[src/rtl/token_classifier_lexer_defines.svh]
// Assertion macros used by the lexer RTL.
`ifndef TOKEN_CLASSIFIER_LEXER_DEFINES_SVH
`define TOKEN_CLASSIFIER_LEXER_DEFINES_SVH

// Same-cycle implication, checked at every rising clock edge outside reset.
`define TCL_ASSERT_NOW(label, clk, rst, cond, prop) \
   label: assert property (@(posedge clk) disable iff (rst) (cond) |-> (prop)) \
      else $error("lexer check failed: same-cycle implication");

// Next-cycle implication, checked at every rising clock edge outside reset.
`define TCL_ASSERT_NEXT(label, clk, rst, cond, prop) \
   label: assert property (@(posedge clk) disable iff (rst) (cond) |=> (prop)) \
      else $error("lexer check failed: next-cycle implication");

`endif

[src/rtl/tcl_pkg.sv]
// Types, constants and character tables for the token classifier lexer.
package tcl_pkg;

   // Default parameter values.
   localparam int MAX_TOKEN_LEN_DEF = 31;
   localparam int COUNT_WIDTH_DEF   = 16;

   // Fixed field widths of the result item.
   localparam int TOKEN_NUM_W = 16;
   localparam int CLASS_W     = 3;
   localparam int CHAR_W      = 8;
   localparam int KW_IDX_W    = 3;
   localparam int TOKEN_LEN_W = 5;

   // Packed port widths (tdata padded to whole bytes).
   localparam int REQ_TDATA_W = 8;
   localparam int RSP_FIELD_W = TOKEN_NUM_W + CHAR_W + KW_IDX_W + TOKEN_LEN_W + 1;
   localparam int RSP_TDATA_W = ((RSP_FIELD_W + 7) / 8) * 8;
   localparam int RSP_TUSER_W = CLASS_W;

   // Keyword table.
   localparam int NUM_KEYWORDS = 5;
   localparam int KW_MAXLEN    = 5;

   localparam logic [CHAR_W-1:0] KW_TEXT [NUM_KEYWORDS][KW_MAXLEN] = '{
      '{8'h76, 8'h6F, 8'h69, 8'h64, 8'h00},   // void
      '{8'h69, 8'h66, 8'h00, 8'h00, 8'h00},   // if
      '{8'h77, 8'h68, 8'h69, 8'h6C, 8'h65},   // while
      '{8'h69, 8'h6E, 8'h74, 8'h00, 8'h00},   // int
      '{8'h6D, 8'h61, 8'h69, 8'h6E, 8'h00}    // main
   };
   localparam logic [2:0] KW_LEN [NUM_KEYWORDS] = '{3'd4, 3'd2, 3'd5, 3'd3, 3'd4};

   // Token class codes.
   localparam logic [CLASS_W-1:0] CLASS_SPECIAL    = 3'd0;
   localparam logic [CLASS_W-1:0] CLASS_MULTIPLY   = 3'd1;
   localparam logic [CLASS_W-1:0] CLASS_ASSIGN     = 3'd2;
   localparam logic [CLASS_W-1:0] CLASS_ADD        = 3'd3;
   localparam logic [CLASS_W-1:0] CLASS_PREPROC    = 3'd4;
   localparam logic [CLASS_W-1:0] CLASS_KEYWORD    = 3'd5;
   localparam logic [CLASS_W-1:0] CLASS_IDENTIFIER = 3'd6;
   localparam logic [CLASS_W-1:0] CLASS_NUMBER     = 3'd7;

   // Single-character symbols.
   localparam logic [CHAR_W-1:0] CH_LBRACE = 8'h7B;
   localparam logic [CHAR_W-1:0] CH_RBRACE = 8'h7D;
   localparam logic [CHAR_W-1:0] CH_LPAREN = 8'h28;
   localparam logic [CHAR_W-1:0] CH_RPAREN = 8'h29;
   localparam logic [CHAR_W-1:0] CH_SEMI   = 8'h3B;
   localparam logic [CHAR_W-1:0] CH_STAR   = 8'h2A;
   localparam logic [CHAR_W-1:0] CH_EQUAL  = 8'h3D;
   localparam logic [CHAR_W-1:0] CH_PLUS   = 8'h2B;
   localparam logic [CHAR_W-1:0] CH_HASH   = 8'h23;

   // Scanner mode.
   typedef enum logic [1:0] {
      MODE_IDLE,
      MODE_IDENT,
      MODE_NUMBER
   } mode_type;

   // Symbol lookup result.
   typedef struct packed {
      logic               hit;
      logic [CLASS_W-1:0] cls;
   } sym_type;

   // One result item as held in the output queue.
   typedef struct packed {
      logic [TOKEN_NUM_W-1:0] token_number;
      logic [CLASS_W-1:0]     token_class;
      logic [CHAR_W-1:0]      symbol;
      logic [KW_IDX_W-1:0]    keyword_index;
      logic [TOKEN_LEN_W-1:0] token_length;
      logic                   truncated;
      logic                   last_result;
   } rsp_item_type;

   // Classify a character as one of the single-character tokens.
   function automatic sym_type sym_lookup(input logic [CHAR_W-1:0] c);
      sym_type s;
      s.hit = 1'b1;
      s.cls = CLASS_SPECIAL;
      case (c)
         CH_LBRACE, CH_RBRACE, CH_LPAREN, CH_RPAREN, CH_SEMI: s.cls = CLASS_SPECIAL;
         CH_STAR:  s.cls = CLASS_MULTIPLY;
         CH_EQUAL: s.cls = CLASS_ASSIGN;
         CH_PLUS:  s.cls = CLASS_ADD;
         CH_HASH:  s.cls = CLASS_PREPROC;
         default:  s.hit = 1'b0;
      endcase
      return s;
   endfunction

   function automatic logic is_letter(input logic [CHAR_W-1:0] c);
      return ((c >= 8'h61) && (c <= 8'h7A)) || ((c >= 8'h41) && (c <= 8'h5A));
   endfunction

   function automatic logic is_digit(input logic [CHAR_W-1:0] c);
      return (c >= 8'h30) && (c <= 8'h39);
   endfunction

   // Keywords whose character at position pos equals c.
   function automatic logic [NUM_KEYWORDS-1:0] kw_pos_match(input logic [2:0] pos,
                                                            input logic [CHAR_W-1:0] c);
      logic [NUM_KEYWORDS-1:0] m;
      m = '0;
      for (int k = 0; k < NUM_KEYWORDS; k++) begin
         if (pos < KW_LEN[k]) begin
            m[k] = (KW_TEXT[k][pos] == c);
         end
      end
      return m;
   endfunction

endpackage

[src/rtl/token_classifier_lexer.sv]
// Top level of the token classifier lexer: scanner state, classification and result queue.
//
// Usage: one source character is sent per request on the req_ channel (tdata holds
// the byte, tlast flags end of input and flushes a pending word; the byte is then
// ignored). Tokens leave on the rsp_ channel, one per transfer; rsp_tlast marks the
// last token caused by a request. A request causes zero, one or two tokens.
// Each token is written into the queue when its request is accepted and is presented on
// rsp_ once the tokens ahead of it have left. Throughput: one character per cycle while
// req_tready is high. Scanner state updates in the accepting cycle, so the next character
// may follow at once. Tokens go into a four-entry queue that drains one token per cycle
// while rsp_tready is high; req_tready is high while at least two entries are free.
// Stall: when the receiver holds rsp_tready low, the queue fills and req_tready
// drops; nothing is lost and the token at the head stays steady.
// Reset (synchronous, active high): the scanner goes idle with no word pending, the
// token counter restarts at one and the queue empties. No clearing pass is needed.
`include "token_classifier_lexer_defines.svh"

module token_classifier_lexer #(
   parameter int MAX_TOKEN_LEN = tcl_pkg::MAX_TOKEN_LEN_DEF,
   parameter int COUNT_WIDTH   = tcl_pkg::COUNT_WIDTH_DEF
) (
   input  logic                            clock,
   input  logic                            reset,
   // Request channel.
   input  logic                            req_tvalid,
   output logic                            req_tready,
   input  logic [tcl_pkg::REQ_TDATA_W-1:0] req_tdata,  // [7:0] char_in
   input  logic                            req_tlast,  // end_of_input
   // Result channel.
   output logic                            rsp_tvalid,
   input  logic                            rsp_tready,
   // [15:0] token_number, [23:16] symbol, [26:24] keyword_index,
   // [31:27] token_length, [32] truncated, [39:33] zero
   output logic [tcl_pkg::RSP_TDATA_W-1:0] rsp_tdata,
   output logic [tcl_pkg::RSP_TUSER_W-1:0] rsp_tuser,  // [2:0] token_class
   output logic                            rsp_tlast   // last_result
);

   localparam int LEN_W      = $clog2(MAX_TOKEN_LEN + 1);
   localparam int FIFO_DEPTH = 4;
   localparam int PTR_W      = $clog2(FIFO_DEPTH);
   localparam int CNT_W      = $clog2(FIFO_DEPTH + 1);

   // Scanner state.
   tcl_pkg::mode_type                    mode_ff, mode_in;
   logic [COUNT_WIDTH-1:0]               token_counter_ff, token_counter_in;
   logic [LEN_W-1:0]                     word_length_ff, word_length_in;
   logic [tcl_pkg::NUM_KEYWORDS-1:0]     kw_mask_ff, kw_mask_in;
   logic                                 overflow_ff, overflow_in;

   // Result queue.
   tcl_pkg::rsp_item_type                fifo_ff [FIFO_DEPTH];
   logic [PTR_W-1:0]                     wr_ptr_ff, wr_ptr_in;
   logic [PTR_W-1:0]                     rd_ptr_ff, rd_ptr_in;
   logic [CNT_W-1:0]                     fifo_count_ff, fifo_count_in;

   // Per-request decode.
   logic                                 req_fire, rsp_fire;
   logic [tcl_pkg::CHAR_W-1:0]           c;
   logic                                 eoi, letter, digit;
   tcl_pkg::sym_type                     sym;
   logic                                 word_cont, flush_now, classify_now;
   logic                                 has_sym, start_ident, start_number;
   logic                                 grow_now, kw_found;
   logic [tcl_pkg::KW_IDX_W-1:0]         kw_idx;
   logic [LEN_W-1:0]                     grow_len;
   logic [tcl_pkg::NUM_KEYWORDS-1:0]     grow_mask;
   logic                                 grow_ovf;
   logic [COUNT_WIDTH-1:0]               sym_count;
   tcl_pkg::rsp_item_type                word_item, sym_item, push0, push1;
   logic [1:0]                           n_push;

   assign req_tready = (fifo_count_ff <= CNT_W'(FIFO_DEPTH - 2));
   assign req_fire   = req_tvalid && req_tready;
   assign rsp_tvalid = (fifo_count_ff != '0);
   assign rsp_fire   = rsp_tvalid && rsp_tready;

   assign c      = req_tdata[tcl_pkg::CHAR_W-1:0];
   assign eoi    = req_tlast;
   assign letter = tcl_pkg::is_letter(c);
   assign digit  = tcl_pkg::is_digit(c);
   assign sym    = tcl_pkg::sym_lookup(c);

   // Decide whether the character continues, ends or starts a word.
   always_comb begin
      word_cont = 1'b0;
      case (mode_ff)
         tcl_pkg::MODE_IDENT:  word_cont = letter || digit;
         tcl_pkg::MODE_NUMBER: word_cont = digit;
         default:              word_cont = 1'b0;
      endcase
      flush_now    = (mode_ff != tcl_pkg::MODE_IDLE) && (eoi || !word_cont);
      grow_now     = !eoi && word_cont;
      classify_now = !eoi && !word_cont;
      has_sym      = classify_now && sym.hit;
      start_ident  = classify_now && !sym.hit && letter;
      start_number = classify_now && !sym.hit && digit && !letter;
   end

   // Extend the word by one character: per-position keyword match and length count.
   always_comb begin
      logic [LEN_W-1:0] base_len;
      logic [tcl_pkg::NUM_KEYWORDS-1:0] base_mask;
      logic base_ovf;
      base_len  = grow_now ? word_length_ff : '0;
      base_mask = grow_now ? kw_mask_ff : '1;
      base_ovf  = grow_now ? overflow_ff : 1'b0;
      grow_len  = base_len;
      grow_mask = base_mask;
      grow_ovf  = base_ovf;
      if (base_len >= LEN_W'(MAX_TOKEN_LEN)) begin
         grow_ovf = 1'b1;
      end else begin
         if (base_len < LEN_W'(tcl_pkg::KW_MAXLEN)) begin
            grow_mask = base_mask & tcl_pkg::kw_pos_match(base_len[2:0], c);
         end else begin
            grow_mask = '0;
         end
         grow_len = base_len + LEN_W'(1);
      end
   end

   // Keyword check on the pending word: first keyword still matching at full length, none if truncated.
   always_comb begin
      kw_found = 1'b0;
      kw_idx   = '0;
      for (int j = 0; j < tcl_pkg::NUM_KEYWORDS; j++) begin
         if (!kw_found && kw_mask_ff[j] && (word_length_ff == LEN_W'(tcl_pkg::KW_LEN[j]))) begin
            kw_found = 1'b1;
            kw_idx   = tcl_pkg::KW_IDX_W'(j);
         end
      end
      if (overflow_ff) begin
         kw_found = 1'b0;
         kw_idx   = '0;
      end
   end

   // Build the word token and the symbol token, then order them for the queue.
   always_comb begin
      word_item.token_number  = tcl_pkg::TOKEN_NUM_W'(token_counter_ff);
      word_item.token_class   = (mode_ff == tcl_pkg::MODE_NUMBER) ? tcl_pkg::CLASS_NUMBER :
                                kw_found ? tcl_pkg::CLASS_KEYWORD : tcl_pkg::CLASS_IDENTIFIER;
      word_item.symbol        = '0;
      word_item.keyword_index = (mode_ff == tcl_pkg::MODE_NUMBER) ? '0 : kw_idx;
      word_item.token_length  = tcl_pkg::TOKEN_LEN_W'(word_length_ff);
      word_item.truncated     = overflow_ff;
      word_item.last_result   = !has_sym;

      // The symbol follows the flushed word, wrapping at the counter width.
      sym_count               = token_counter_ff + COUNT_WIDTH'(flush_now);
      sym_item.token_number   = tcl_pkg::TOKEN_NUM_W'(sym_count);
      sym_item.token_class    = sym.cls;
      sym_item.symbol         = c;
      sym_item.keyword_index  = '0;
      sym_item.token_length   = tcl_pkg::TOKEN_LEN_W'(1);
      sym_item.truncated      = 1'b0;
      sym_item.last_result    = 1'b1;

      push0  = flush_now ? word_item : sym_item;
      push1  = sym_item;
      n_push = req_fire ? (2'(flush_now) + 2'(has_sym)) : 2'd0;
   end

   // Next scanner state.
   always_comb begin
      mode_in          = mode_ff;
      word_length_in   = word_length_ff;
      kw_mask_in       = kw_mask_ff;
      overflow_in      = overflow_ff;
      token_counter_in = token_counter_ff + COUNT_WIDTH'(n_push);
      if (req_fire) begin
         if (grow_now || start_ident || start_number) begin
            word_length_in = grow_len;
            kw_mask_in     = grow_mask;
            overflow_in    = grow_ovf;
            if (start_ident) begin
               mode_in = tcl_pkg::MODE_IDENT;
            end else if (start_number) begin
               mode_in = tcl_pkg::MODE_NUMBER;
            end
         end else if (flush_now) begin
            mode_in        = tcl_pkg::MODE_IDLE;
            word_length_in = '0;
            kw_mask_in     = '1;
            overflow_in    = 1'b0;
         end
      end
   end

   // Queue pointers and fill level.
   always_comb begin
      wr_ptr_in     = wr_ptr_ff + PTR_W'(n_push);
      rd_ptr_in     = rd_ptr_ff + PTR_W'(rsp_fire);
      fifo_count_in = fifo_count_ff + CNT_W'(n_push) - CNT_W'(rsp_fire);
   end

   // Control registers.
   always_ff @(posedge clock) begin
      if (reset) begin
         mode_ff          <= tcl_pkg::MODE_IDLE;
         token_counter_ff <= COUNT_WIDTH'(1);
         word_length_ff   <= '0;
         kw_mask_ff       <= '1;
         overflow_ff      <= 1'b0;
         wr_ptr_ff        <= '0;
         rd_ptr_ff        <= '0;
         fifo_count_ff    <= '0;
      end else begin
         mode_ff          <= mode_in;
         token_counter_ff <= token_counter_in;
         word_length_ff   <= word_length_in;
         kw_mask_ff       <= kw_mask_in;
         overflow_ff      <= overflow_in;
         wr_ptr_ff        <= wr_ptr_in;
         rd_ptr_ff        <= rd_ptr_in;
         fifo_count_ff    <= fifo_count_in;
      end
   end

   // Queue storage: up to two tokens written per cycle.
   always_ff @(posedge clock) begin
      if (n_push != 2'd0) begin
         fifo_ff[wr_ptr_ff] <= push0;
      end
      if (n_push == 2'd2) begin
         fifo_ff[wr_ptr_ff + PTR_W'(1)] <= push1;
      end
   end

   // Head of the queue onto the result ports.
   always_comb begin
      tcl_pkg::rsp_item_type head;
      head      = fifo_ff[rd_ptr_ff];
      rsp_tdata = tcl_pkg::RSP_TDATA_W'({head.truncated, head.token_length,
                                         head.keyword_index, head.symbol,
                                         head.token_number});
      rsp_tuser = head.token_class;
      rsp_tlast = head.last_result;
   end

   // Checks.
   `TCL_ASSERT_NOW(a_fifo_bound, clock, reset, 1'b1, fifo_count_ff <= CNT_W'(FIFO_DEPTH))
   `TCL_ASSERT_NOW(a_accept_room, clock, reset, req_fire,
                   fifo_count_ff <= CNT_W'(FIFO_DEPTH - 2))
   `TCL_ASSERT_NOW(a_word_nonempty, clock, reset, mode_ff != tcl_pkg::MODE_IDLE,
                   word_length_ff != '0)
   `TCL_ASSERT_NEXT(a_eoi_idle, clock, reset, req_fire && req_tlast,
                    mode_ff == tcl_pkg::MODE_IDLE)

endmodule
[config.mk]
export PLATFORM = sky130hd
export DESIGN_NAME = token_classifier_lexer
export DESIGN_NICKNAME = d
export VERILOG_FILES = /design/src/rtl/tcl_pkg.sv /design/src/rtl/token_classifier_lexer.sv
export VERILOG_INCLUDE_DIRS = /design/src /design/src/rtl
export SDC_FILE = /design/constraint.sdc
export NUM_CORES = 1
export LEC_CHECK = 0
export ABC_AREA = 1
export BUFFER_PORTS_ARGS = -buffer_cell sky130_fd_sc_hd__buf_4
export CAP_MARGIN = 15
export CORE_UTILIZATION = 61
export DETAILED_ROUTE_END_ITERATION = 10
export PLACE_DENSITY = 0.81
export REMOVE_ABC_BUFFERS = 1
export SLEW_MARGIN = 20
export SYNTH_ARGS = -nofsm -noshare
export SYNTH_HDL_FRONTEND = slang
export SYNTH_SLANG_ARGS = --single-unit
[constraint.sdc]
create_clock -name clock -period 4.7 [get_ports clock]
set_clock_uncertainty 0.05 [all_clocks]
set_input_delay 0.235 -clock clock [delete_from_list [all_inputs] [get_ports clock]]
set_output_delay 0.235 -clock clock [all_outputs]
set_load 0.02 [all_outputs]
==> results.rst <==
.. list-table::
   :header-rows: 1

   * - Metric
     - Value
   * - Status
     - finished clean
   * - Number of top-level design ports
     - 59
   * - Asr flop ratio synth
     - 0%
   * - Non-filler instance count after layout
     - 1390
   * - Class of the most critical hold timing path
     - in -> reg
   * - Ys Warns
     - 0
   * - Share of synthesized cell area in full adder, half adder and majority cells
     - 3.55%
   * - Largest family of logic cells by synthesized area
     - compound AO/OA/AOI/OAI gates
   * - Design Power
     - 4.67 mW
   * - Rel. slew slack
     - 33.7%
   * - Synth-to-Final Area Change
     - 11.4%
   * - Fin Setup TNS
     - 0 ps
   * - Quantity of gates resized following cts
     - 0
   * - Post-layout min period
     - 4250 ps
   * - Full die area
     - 16200 um2
   * - Number of clock sinks seen by CTS
     - 184
   * - Per-cell routed wire length
     - 18.1 um
   * - Routability congestion estimate from global placement
     - 0.931
   * - Largest net degree at the start of global routing
     - 76
   * - Initial antenna violation count
     - 0
   * - Aggregate global routing overflow
     - 0
   * - Worst-path fanout max
     - 10
   * - Commonest non-fill, non-tap cell in the layout
     - nor2_1
   * - Static leakage
     - 4.13 nW
   * - Total global routing track utilization
     - 32.3%
   * - Post-Place Setup Slack
     - 576 ps
   * - Postcts setup bufs
     - 0
   * - CTS Hold Bufs
     - 0
   * - Max Clock Freq
     - 235 MHz
   * - Length of the first detailed-routing pass in iterations
     - 5
   * - Max-cap check violation count
     - 0
   * - Clock buffers created by TritonCTS
     - 17
   * - CP Data Required Time
     - 5000 ps
   * - Total power density per cell area
     - 437 nW/um2
   * - Overall die height
     - 127 um
   * - End of the critical path
     - token_counter_ff[12]
   * - Standard-cell rows
     - 45
   * - Depth of the CTS H-tree
     - 4
   * - Number of synthesized flops with an enable pin
     - 108
   * - Setup repair after global routing missed its margin
     - false
   * - Initial core utilization
     - 62.9%
   * - Worst reg2reg setup slack
     - 450 ps
   * - Portion of the post-synthesis area used by sequential elements
     - 49.6%
   * - Number of cell instances on the worst register-to-register path
     - 24
   * - Layout filler cell count
     - 1235
   * - Average cell area after synthesis
     - 8.44 um2
   * - Fraction of layout instances using a drive strength above 1
     - 12.0%
   * - CP Capture Type
     - flop
   * - Width of the die
     - 127 um
   * - Most common flop cell mapped by yosys
     - edfxtp_1
   * - Vias per Instance
     - 5.99
   * - Path type of the worst setup path
     - reg -> reg
   * - Number of placed instances with taps included
     - 1358
   * - Critical Path Start
     - mode_ff[0]
   * - Number of diodes added for antenna fixing
     - 0
   * - Post-layout worst setup margin
     - 450 ps
   * - Clk_lat worst skew
     - 440 ps
   * - Min-Delay Path Depth
     - 2
   * - Total number of vias
     - 8320
   * - Drc violations
     - 0
   * - Wire length of the first global-routing pass
     - 40300 um
   * - Nature of the critical path startpoint
     - flop
   * - Worst endpoint data arrival time
     - 4550 ps
   * - Xor-xnor portion of the synthesized cell area
     - 1.64%
   * - Count of distinct cell types in the synthesized netlist
     - 47
   * - Number of DRC markers in iteration 0
     - 879
   * - Post-synthesis cell count
     - 1137
   * - Clock-pin slew on the worst setup and hold paths
     - 60 ps
   * - Fraction of the mapped netlist area in simple logic gates
     - 18.5%
   * - # port buffers
     - 51
   * - Part of the cycle the worst path needs
     - 90.4%
   * - Max Transition Viols Final
     - 0
   * - CTS Root Buffer Type
     - clkbuf_16
   * - Drt total wl
     - 25200 um
   * - Post-synthesis compound-gate area fraction
     - 19.1%
   * - Mux share of post-synthesis cell area
     - 0%
   * - Final Net Count
     - 1205
   * - Core area
     - 15300 um2
   * - Leading cell types in the layout, fill and taps excluded
     - nor2_1, nand2_1, o21ai_0
   * - Startpoint of the worst register-to-register path
     - mode_ff[0]
   * - Slew of the pin with the lowest slew margin
     - 994 ps
   * - Number of buffers between clock root and the deepest sink
     - 2
   * - TritonCTS clock tree
     - done
   * - Post-route antenna net violation count
     - 0
   * - Number of global-route vias before repair
     - 7872
   * - Final setup vio count
     - 0
   * - Yosys reg bits
     - 184
   * - DP Wirelength
     - 16100 um
   * - Number of hold violations in the final report
     - 0
   * - Max VDD drop
     - 727 uV
   * - Netlist area before placement
     - 9600 um2
   * - Capturing point of the worst reg2reg path
     - token_counter_ff[12]
metrics by stage:
step           cell area (um2)  utilization, %  hold WS (ps)
6_report                 10700            70.0           111
2_1_floorplan             9310               -           252
5_1_grt                  10700            70.0           108
4_1_cts                  10700            70.0           104
3_5_place_dp             10100            66.3           388
3_3_place_gp             10100            66.3           382
state kept, by name, indices dropped and copies added (netlist names):
| signal | flops |
|---|---|
| mode_ff | 2 |
| wr_ptr_ff | 2 |
| token_counter_ff | 16 |
| fifo_count_ff | 3 |
| rd_ptr_ff | 2 |
| kw_mask_ff | 5 |
| overflow_ff | 1 |
| word_length_ff | 5 |
| fifo_ff | 148 |
cells in the mapped netlist (2+ instances only):
library cell / instances / share of area, %
nor2_1: 174 / 6.8
nand2_1: 173 / 6.8
o21ai_0: 124 / 6.5
o22ai_1: 116 / 7.6
edfxtp_1: 108 / 34
inv_1: 104 / 4.1
dfxtp_1: 76 / 16
clkbuf_1: 45 / 1.8
nand3_1: 33 / 1.7
a21oi_1: 32 / 1.7
ha_1: 24 / 3.1
xor2_1: 15 / 1.4
o21ai_2: 11 / 1.0
buf_2: 9 / 0.47
nand4_1: 9 / 0.59
o21ai_1: 9 / 0.47
buf_4: 8 / 0.63
nand2_2: 6 / 0.39
nor3_1: 6 / 0.31
a211oi_1: 4 / 0.31
a22o_1: 4 / 0.36
inv_2: 4 / 0.16
nor2_2: 4 / 0.26
nor2_4: 3 / 0.35
o31ai_1: 3 / 0.23
or2_1: 3 / 0.20
xnor2_1: 3 / 0.27
a21boi_0: 2 / 0.16
buf_8: 2 / 0.31
fa_1: 2 / 0.42
nand2_4: 2 / 0.23
nand3b_1: 2 / 0.16
nor4_1: 2 / 0.13
o211ai_1: 2 / 0.16
how the worst min path moves through the flow:
stage                              from             endpoint  slack (ps)
after global routing              reset  token_counter_ff[1]         110
after global placement    fifo_ff[1][7]        fifo_ff[1][7]         380
final                             reset     fifo_count_ff[0]         110
after floorplan                   reset  token_counter_ff[1]         250
after detailed placement  fifo_ff[1][7]        fifo_ff[1][7]         390
after CTS                         reset  token_counter_ff[1]         100
report_power, final:
group	switching [mW]	leakage, nW	internal, mW	total (mW)
combinational	0.990	2.23	0.515	1.51
clock	0.622	0.292	0.763	1.39
sequential	0.0313	1.60	1.75	1.78
kinds of logic after synthesis:
| family | count (synthesis) |
|---|---|
| AND/OR/NAND/NOR | 421 |
| AO/OA/AOI/OAI | 312 |
| flip-flops | 184 |
| buffers and inverters | 175 |
| adder cells (fa/ha/maj) | 26 |
| XOR/XNOR | 18 |
| other | 1 |
worst max-delay path, cell delays in order (launching register included):
cell      delay [ps]
dfxtp_1          320
inv_1             90
ha_1             360
nand3_1          170
nand2_2          110
nand3_4          100
nor2_8           190
inv_4             80
nand2_4           70
inv_1             50
ha_1             300
inv_1             70
nor2_1           250
ha_1             220
inv_1             60
fa_1             440
nor2_1           120
inv_1             70
nor2_1           180
inv_1             70
nor2_1           240
inv_1            130
nor2_1           170
a21oi_1          100
a211oi_1         160
final cells by class:
type / instances / area (um2) / area share, %
multi-input cells: 784 / 4130 / 38.7
well taps: 211 / 264 / 2.47
flip-flops and latches: 184 / 4770 / 44.6
clock inverters: 13 / 114 / 1.07
inverters: 110 / 415 / 3.89
repair buffers: 69 / 543 / 5.08
clock buffers: 19 / 453 / 4.24
per-layer routing:
| layer | GRT usage (%) | vias to the layer above | wire, um |
|---|---|---|---|
| met5 | 0 | - | 0 |
| met1 | 43.6 | 3843 | 10500 |
| met4 | 12.0 | 0 | 584 |
| met2 | 52.3 | 437 | 11900 |
| li1 | - | 3976 | - |
| met3 | 5.57 | 64 | 2310 |
Power figures use the tool's default switching activity.
